===== config.mk =====
export PLATFORM = sky130hd
export DESIGN_NAME = revolution_ring_generator_unit
export DESIGN_NICKNAME = d
export VERILOG_FILES = /design/src/hdl/rrg_pkg.sv /design/src/hdl/revolution_ring_generator_unit.sv /design/src/hdl/rrg_ctrl.sv /design/src/hdl/rrg_datapath.sv
export SDC_FILE = /design/constraint.sdc
export NUM_CORES = 2
export LEC_CHECK = 0
export ABC_CLOCK_PERIOD_IN_PS = 14000
export BUFFER_PORTS_ARGS = -buffer_cell sky130_fd_sc_hd__buf_2
export CAP_MARGIN = 15
export CORE_MARGIN = 5
export CORE_UTILIZATION = 25
export CTS_BUF_LIST = sky130_fd_sc_hd__clkbuf_2 sky130_fd_sc_hd__clkbuf_4 sky130_fd_sc_hd__clkbuf_8
export DETAILED_ROUTE_END_ITERATION = 10
export PLACE_DENSITY_LB_ADDON = 0.2
export SYNTH_ARGS = -nofsm -noshare
export SYNTH_HDL_FRONTEND = slang
export SYNTH_HIERARCHICAL = 1
export SYNTH_SLANG_ARGS = --single-unit

===== constraint.sdc =====
create_clock -name clk -period 14 [get_ports clk]
set_input_delay 1.4 -clock clk [delete_from_list [all_inputs] [get_ports clk]]
set_output_delay 1.4 -clock clk [all_outputs]
set_load 0.05 [all_outputs]

===== src/hdl/rrg_pkg.sv =====
package rrg_pkg;

  localparam int CFG_W      = 18;
  localparam int COEFF_W    = 18;
  localparam int STEPS_W    = 6;
  localparam int PX_W       = 9;
  localparam int PY_W       = 10;
  localparam int PZ_W       = 10;
  localparam int V_W        = 20;
  localparam int VY_W       = 10;
  localparam int PROD_W     = COEFF_W + V_W;
  localparam int ACC_W      = PROD_W + 1;

  localparam logic [STEPS_W-1:0] MAX_STEPS = 6'd49;

  localparam logic signed [COEFF_W-1:0] COS_RESET   = 18'sd53020;
  localparam logic signed [COEFF_W-1:0] SIN_RESET   = 18'sd38521;
  localparam logic [STEPS_W-1:0]        STEPS_RESET = 6'd10;

  localparam logic [1:0] CFG_COS   = 2'd0;
  localparam logic [1:0] CFG_SIN   = 2'd1;
  localparam logic [1:0] CFG_STEPS = 2'd2;

  typedef enum logic [2:0] {
    PH_NONE,
    PH_CX,
    PH_SZ,
    PH_CZ,
    PH_SX,
    PH_UPD
  } ph_t;

  typedef struct packed {
    logic load;
    ph_t  ph;
  } cmd_t;

  typedef struct packed {
    logic last;
  } stat_t;

  // round half up, drop 16 fraction bits, clamp to 20 bits
  function automatic logic signed [V_W-1:0] rnd_sat(input logic signed [ACC_W-1:0] v);
    logic signed [ACC_W:0] t;
    logic signed [ACC_W-16:0] r;
    t = {v[ACC_W-1], v} + (ACC_W+1)'(32768);
    r = t[ACC_W:16];
    if (r > (ACC_W-15)'(signed'(524287))) begin
      rnd_sat = 20'sd524287;
    end else if (r < -(ACC_W-15)'(signed'(524288))) begin
      rnd_sat = -20'sd524288;
    end else begin
      rnd_sat = r[V_W-1:0];
    end
  endfunction

endpackage


===== src/hdl/revolution_ring_generator_unit.sv =====
// channel   direction  payload
// in_       input      px, py, pz, first_point, last_point
// out_      output     vx, vy, vz, ring_index, last_vertex
// cfg_      input      index 0 cos, 1 sin, 2 ring_steps
//
// an end point gives one vertex
// a middle point gives steps+1 vertices, steps being ring_steps capped at 49;
// a rotation step takes four products on the one shared 18x20 multiplier,
// then an update step and a vertex step
// one item in flight; in_ready is high only while idle; a stall freezes the ring
// reset is synchronous, active low, and loads the register defaults
module revolution_ring_generator_unit (
  input  logic                                clk,
  input  logic                                rst_n,
  input  logic                                cfg_we,
  input  logic [1:0]                          cfg_index,
  input  logic [rrg_pkg::CFG_W-1:0]           cfg_data,
  input  logic                                in_valid,
  output logic                                in_ready,
  input  logic [rrg_pkg::PX_W-1:0]            in_px,
  input  logic [rrg_pkg::PY_W-1:0]            in_py,
  input  logic signed [rrg_pkg::PZ_W-1:0]     in_pz,
  input  logic                                in_first_point,
  input  logic                                in_last_point,
  output logic                                out_valid,
  input  logic                                out_ready,
  output logic signed [rrg_pkg::V_W-1:0]      out_vx,
  output logic signed [rrg_pkg::VY_W-1:0]     out_vy,
  output logic signed [rrg_pkg::V_W-1:0]      out_vz,
  output logic [rrg_pkg::STEPS_W-1:0]         out_ring_index,
  output logic                                out_last_vertex
);
  import rrg_pkg::*;

  cmd_t  cmd;
  stat_t stat;

  rrg_ctrl u_ctrl (
    .clk       (clk),
    .rst_n     (rst_n),
    .in_valid  (in_valid),
    .in_both   (in_first_point & in_last_point),
    .out_ready (out_ready),
    .stat      (stat),
    .in_ready  (in_ready),
    .out_valid (out_valid),
    .cmd       (cmd)
  );

  rrg_datapath u_dp (
    .clk             (clk),
    .rst_n           (rst_n),
    .cfg_we          (cfg_we),
    .cfg_index       (cfg_index),
    .cfg_data        (cfg_data),
    .in_px           (in_px),
    .in_py           (in_py),
    .in_pz           (in_pz),
    .in_first_point  (in_first_point),
    .in_last_point   (in_last_point),
    .cmd             (cmd),
    .stat            (stat),
    .out_vx          (out_vx),
    .out_vy          (out_vy),
    .out_vz          (out_vz),
    .out_ring_index  (out_ring_index),
    .out_last_vertex (out_last_vertex)
  );

endmodule


===== src/hdl/rrg_ctrl.sv =====
module rrg_ctrl (
  input  logic         clk,
  input  logic         rst_n,
  input  logic         in_valid,
  input  logic         in_both,
  input  logic         out_ready,
  input  rrg_pkg::stat_t stat,
  output logic         in_ready,
  output logic         out_valid,
  output rrg_pkg::cmd_t  cmd
);
  import rrg_pkg::*;

  typedef enum logic [2:0] {
    S_IDLE,
    S_SHOW,
    S_CX,
    S_SZ,
    S_CZ,
    S_SX,
    S_UPD
  } state_t;

  state_t state_r, state_nxt;

  always_comb begin
    state_nxt = state_r;
    cmd.load  = 1'b0;
    cmd.ph    = PH_NONE;
    unique case (state_r)
      S_IDLE: begin
        cmd.load = in_valid;
        if (in_valid && !in_both) state_nxt = S_SHOW;
      end
      S_SHOW: begin
        if (out_ready) state_nxt = stat.last ? S_IDLE : S_CX;
      end
      S_CX: begin
        cmd.ph = PH_CX;
        state_nxt = S_SZ;
      end
      S_SZ: begin
        cmd.ph = PH_SZ;
        state_nxt = S_CZ;
      end
      S_CZ: begin
        cmd.ph = PH_CZ;
        state_nxt = S_SX;
      end
      S_SX: begin
        cmd.ph = PH_SX;
        state_nxt = S_UPD;
      end
      S_UPD: begin
        cmd.ph = PH_UPD;
        state_nxt = S_SHOW;
      end
      default: state_nxt = S_IDLE;
    endcase
  end

  always_ff @(posedge clk) begin
    if (!rst_n) begin
      state_r <= S_IDLE;
    end else begin
      state_r <= state_nxt;
    end
  end

  assign in_ready  = (state_r == S_IDLE);
  assign out_valid = (state_r == S_SHOW);

endmodule


===== src/hdl/rrg_datapath.sv =====
module rrg_datapath (
  input  logic                                clk,
  input  logic                                rst_n,
  input  logic                                cfg_we,
  input  logic [1:0]                          cfg_index,
  input  logic [rrg_pkg::CFG_W-1:0]           cfg_data,
  input  logic [rrg_pkg::PX_W-1:0]            in_px,
  input  logic [rrg_pkg::PY_W-1:0]            in_py,
  input  logic signed [rrg_pkg::PZ_W-1:0]     in_pz,
  input  logic                                in_first_point,
  input  logic                                in_last_point,
  input  rrg_pkg::cmd_t                       cmd,
  output rrg_pkg::stat_t                      stat,
  output logic signed [rrg_pkg::V_W-1:0]      out_vx,
  output logic signed [rrg_pkg::VY_W-1:0]     out_vy,
  output logic signed [rrg_pkg::V_W-1:0]      out_vz,
  output logic [rrg_pkg::STEPS_W-1:0]         out_ring_index,
  output logic                                out_last_vertex
);
  import rrg_pkg::*;

  logic signed [COEFF_W-1:0] cos_r, sin_r;
  logic [STEPS_W-1:0]        ring_steps_r;

  logic signed [V_W-1:0]     x_r, z_r, nx_r;
  logic signed [VY_W-1:0]    y_r;
  logic [STEPS_W-1:0]        steps_r, j_r;
  logic signed [PROD_W-1:0]  prod_r;
  logic signed [ACC_W-1:0]   acc_r;

  logic signed [COEFF_W-1:0] ma;
  logic signed [V_W-1:0]     mb;
  logic signed [PROD_W-1:0]  prod;
  logic signed [ACC_W-1:0]   prod_ext;
  logic signed [PZ_W-1:0]    dx;
  logic signed [PY_W:0]      dy;
  logic                      is_end;

  always_ff @(posedge clk) begin
    if (!rst_n) begin
      cos_r        <= COS_RESET;
      sin_r        <= SIN_RESET;
      ring_steps_r <= STEPS_RESET;
    end else if (cfg_we) begin
      unique case (cfg_index)
        CFG_COS:   cos_r        <= cfg_data[COEFF_W-1:0];
        CFG_SIN:   sin_r        <= cfg_data[COEFF_W-1:0];
        CFG_STEPS: ring_steps_r <= cfg_data[STEPS_W-1:0];
        default:   ;
      endcase
    end
  end

  assign is_end   = in_first_point | in_last_point;
  assign dx       = $signed({1'b0, in_px}) - 10'sd200;
  assign dy       = $signed({1'b0, in_py}) - 11'sd300;

  // shared multiplier operand select
  assign ma       = (cmd.ph == PH_CX || cmd.ph == PH_CZ) ? cos_r : sin_r;
  assign mb       = (cmd.ph == PH_CX || cmd.ph == PH_SX) ? x_r : z_r;
  assign prod     = ma * mb;
  assign prod_ext = {prod_r[PROD_W-1], prod_r};

  always_ff @(posedge clk) begin
    if (cmd.load) begin
      x_r     <= is_end ? '0 : {{2{dx[PZ_W-1]}}, dx, 8'b0};
      z_r     <= {{2{in_pz[PZ_W-1]}}, in_pz, 8'b0};
      y_r     <= (dy > 11'sd511) ? 10'sd511 : dy[VY_W-1:0];
      steps_r <= is_end ? '0 : ((ring_steps_r > MAX_STEPS) ? MAX_STEPS : ring_steps_r);
      j_r     <= '0;
    end else begin
      case (cmd.ph)
        PH_CX: prod_r <= prod;
        PH_SZ: begin
          acc_r  <= prod_ext;
          prod_r <= prod;
        end
        PH_CZ: begin
          nx_r   <= rnd_sat(acc_r + prod_ext);
          prod_r <= prod;
        end
        PH_SX: begin
          acc_r  <= prod_ext;
          prod_r <= prod;
        end
        PH_UPD: begin
          x_r <= nx_r;
          z_r <= rnd_sat(acc_r - prod_ext);
          j_r <= j_r + 6'd1;
        end
        default: ;
      endcase
    end
  end

  assign stat.last       = (j_r == steps_r);
  assign out_vx          = x_r;
  assign out_vy          = y_r;
  assign out_vz          = z_r;
  assign out_ring_index  = j_r;
  assign out_last_vertex = stat.last;

endmodule


==> summary.txt <==
Outcome
  – Outcome: finished clean

Yosys
  – Leading area contributor after synthesis: fa_1
  – Yosys cell types: 78
  – Syn_nets: 3,434
  – Avg Cell Area, Syn: 9.36 sq um
  – Top FF cell, synth: edfxtp_1
  – Top cell type's share of synthesized area: 27.9%
  – Area contributors post-synth: fa_1 28%, edfxtp_1 17%, ha_1 12%
  – Synth async-reset ratio: 0%
  – #FFs+latches synth: between 200 and 250
  – Seq/Total Area, Yosys: 21.2%
  – Synthesized area: 25,900 sq um
  – Most frequent cell after synthesis: inv_1
  – Post-synth EDFFs: 144
  – Synth top cells by count: 556 x inv_1, 361 x fa_1, 337 x nand2_1
  – Yosys warning count: 6
  – Cells after Synth: 2,768

Critical path
  – CP arrival: 9.19 ns
  – CP Class: register to register
  – CP peak stage delay: 0.94 ns
  – Reg2reg end: u_dp/prod_r[31]
  – Startpoint Class: register
  – Flop-to-flop setup slack: 5.26 ns
  – Slowest cell on crit path: mux2i_1
  – Critical Path Fanout Max: 39
  – Worst R2R Path Depth: 26
  – Worst Path Required: 14.45 ns
  – Crit end category: register
  – Most common cell on crit path: fa_1
  – Worst r2r src: u_ctrl/state_r[2]

Global route
  – First-pass GRT wire length: 125,000 um
  – Global route total overflow: 0
  – Initial antenna violation count: 1
  – Tot GR Track Use: ~15%
  – Vias in the first global route: 19,800
  – Largest net degree at the start of global routing: 64

Placed design
  – Cell Area, Placed: 28,200 sq um
  – Dpl ws: 5.26 ns
  – Post-DP HPWL: slightly below 70,000 um
  – I/O Buffers: 114
  – RD Place Congestion: 0.841

Detailed routing
  – Routed wire length per instance: around 19 um
  – Post-route ant nets: 0
  – Via density: ~4.5
  – DRC Markers: 0
  – Final WL: 82,300 um
  – DR vias: 19,400
  – 1st-pass router iterations: 7
  – Drt initial violations: 1,135

CTS
  – Inserted Clock Buffers: 43
  – CTS Hold Bufs: 0
  – Clock Path Buffers: 3
  – Setup Buffers After CTS: 0
  – CTS root buffer: clkbuf_8
  – Resize count post-CTS: 0
  – H-tree levels: 2
  – CTS Sinks: slightly above 200
  – CTS tree: yes
  – Clk_lat worst skew: 0.61 ns
  – Clock slew at reported path FFs: 0.06 ns

Timing
  – Tmin final: 8.74 ns
  – Unrepaired setup endpoints after global routing: false
  – Tcrit/Tclk final: 62.5%
  – Max Fclk: approximately 0.11 GHz
  – Clock Skew: 0.0518 ns
  – Fin worst setup slack: 5.26 ns
  – Worst Tran Pin Value: 1.11 ns
  – Final hold vios: 0
  – Setup TNS: 0 ns
  – Final number of setup-violating endpoints: 0
  – Slew HR: 23.7%
  – Pins Over Slew Limit: 0

Worst hold path
  – Hold Path Class: register to register
  – Critical hold path startpoint: u_dp/sin_r[11]
  – Hold path endpoint: u_dp/sin_r[11]
  – Hold path depth: 2

Finish
  – Area Overhead vs Synth: 12.4%
  – Layout cell share with drive strength beyond 1: 9.88%
  – Final #Nets: between 3,000 and 4,000
  – Layout Cell Area excl Fill: 29,100 sq um
  – Finished Core Util: 28.2%

Die
  – Starting Density: 25.1%
  – FP Rows: 118
  – Core ar.: roughly 100,000 sq um
  – Die width: 332 um
  – Chip Height: approximately 330 um
  – Top Ports: 115
  – Die area: 110,000 sq um

Flow run
  – Max-cap viol count: 0
==> area by class of cell <==
| type | instances | area (sq um) |
|---|---|---|
| Antenna cell | 3 | 7.51 |
| Clock inverter | 14 | 203 |
| Timing Repair Buffer | 147 | 818 |
| Tap cell | 1380 | 1730 |
| Clock buffer | 61 | 739 |
| Inverter | 556 | 2090 |
| Fill cell | 11100 | 74100 |
| Multi-Input combinational cell | 1933 | 18000 |
| Sequential cell | 203 | 5510 |
==> state kept, by name (all words and copies together) (netlist names) <==
signal and flops:
u_dp/acc_r 38, u_dp/prod_r 38, u_dp/nx_r 20, u_dp/out_vx 20, u_dp/out_vz 20, u_dp/cos_r 18
u_dp/sin_r 18, u_dp/out_vy 10, u_dp/out_ring_index 6, u_dp/ring_steps_r 6, u_dp/steps_r 6, u_ctrl/state_r 3
==> per-layer routing <==
metal / up-vias / part of all wire (%) / track usage, %
met4: 0 / 2.0 / 2.99
li1: 9126 / - / -
met3: 73 / 5.5 / 2.61
met2: 457 / 47 / 24.3
met5: - / 0 / 0
met1: 9726 / 46 / 20.5
==> critical path, delay by kind of cell (launching register included) <==
family / cells / cell delay, ns
DFF: 1 / 0.51
AOI/OAI and AO/OA: 5 / 1.31
adders and majority gates: 7 / 3.33
buffers and inverters: 5 / 0.70
xor gates and xnor gates: 1 / 0.18
muxes: 1 / 0.94
and+or+nand+nor: 7 / 1.59
==> metrics by stage <==
step	cells	hold WS [ns]
6_report	4297	0.467
5_1_grt	4295	0.488
4_1_cts	4294	0.475
3_5_place_dp	4219	0.457
3_3_place_gp	4219	0.464
2_1_floorplan	2768	0.435
==> cell usage in the layout (no fill, tap or decap), types with 19 or more instances in the layout <==
cell type,Yosys,routed
ha_1,249,249
buf_2,0,114
nand2_1,337,337
a21boi_0,20,20
nor2_1,242,240
edfxtp_1,144,144
buf_4,2,33
dfxtp_1,59,59
mux2_2,37,37
a21o_1,48,48
nand4_1,19,19
o21ai_0,66,66
a21oi_1,98,98
inv_1,556,556
nor2b_1,26,25
clkbuf_8,0,45
nand3_1,47,47
mux2i_1,44,43
xor2_1,38,38
fa_1,361,361
xnor2_1,62,62
==> worst max path at each step <==
stage	start	cells after the start	slack [ns]	to
after global placement	u_ctrl/state_r[2]	28	5.35	u_dp/prod_r[32]
after detailed placement	u_ctrl/state_r[2]	26	5.26	u_dp/prod_r[34]
after CTS	u_ctrl/state_r[2]	26	5.22	u_dp/prod_r[36]
after global routing	u_ctrl/state_r[2]	28	4.55	u_dp/prod_r[34]
final	u_ctrl/state_r[2]	26	5.26	u_dp/prod_r[31]
after floorplan	u_ctrl/state_r[0]	31	6.06	u_dp/prod_r[32]
==> logic make-up after synthesis <==
family	count (synthesis)	share of synthesized area, %
xor+xnor	101	3.49
buf+inv	632	9.27
compound gates	363	9.61
fa+ha+maj	610	39.9
simple gates	778	13.2
mux	81	3.31
flops	203	21.2
Power is left out: the tool's default activity adds up to more than one toggle a clock period on the data nets, which glitch-free logic cannot reach.
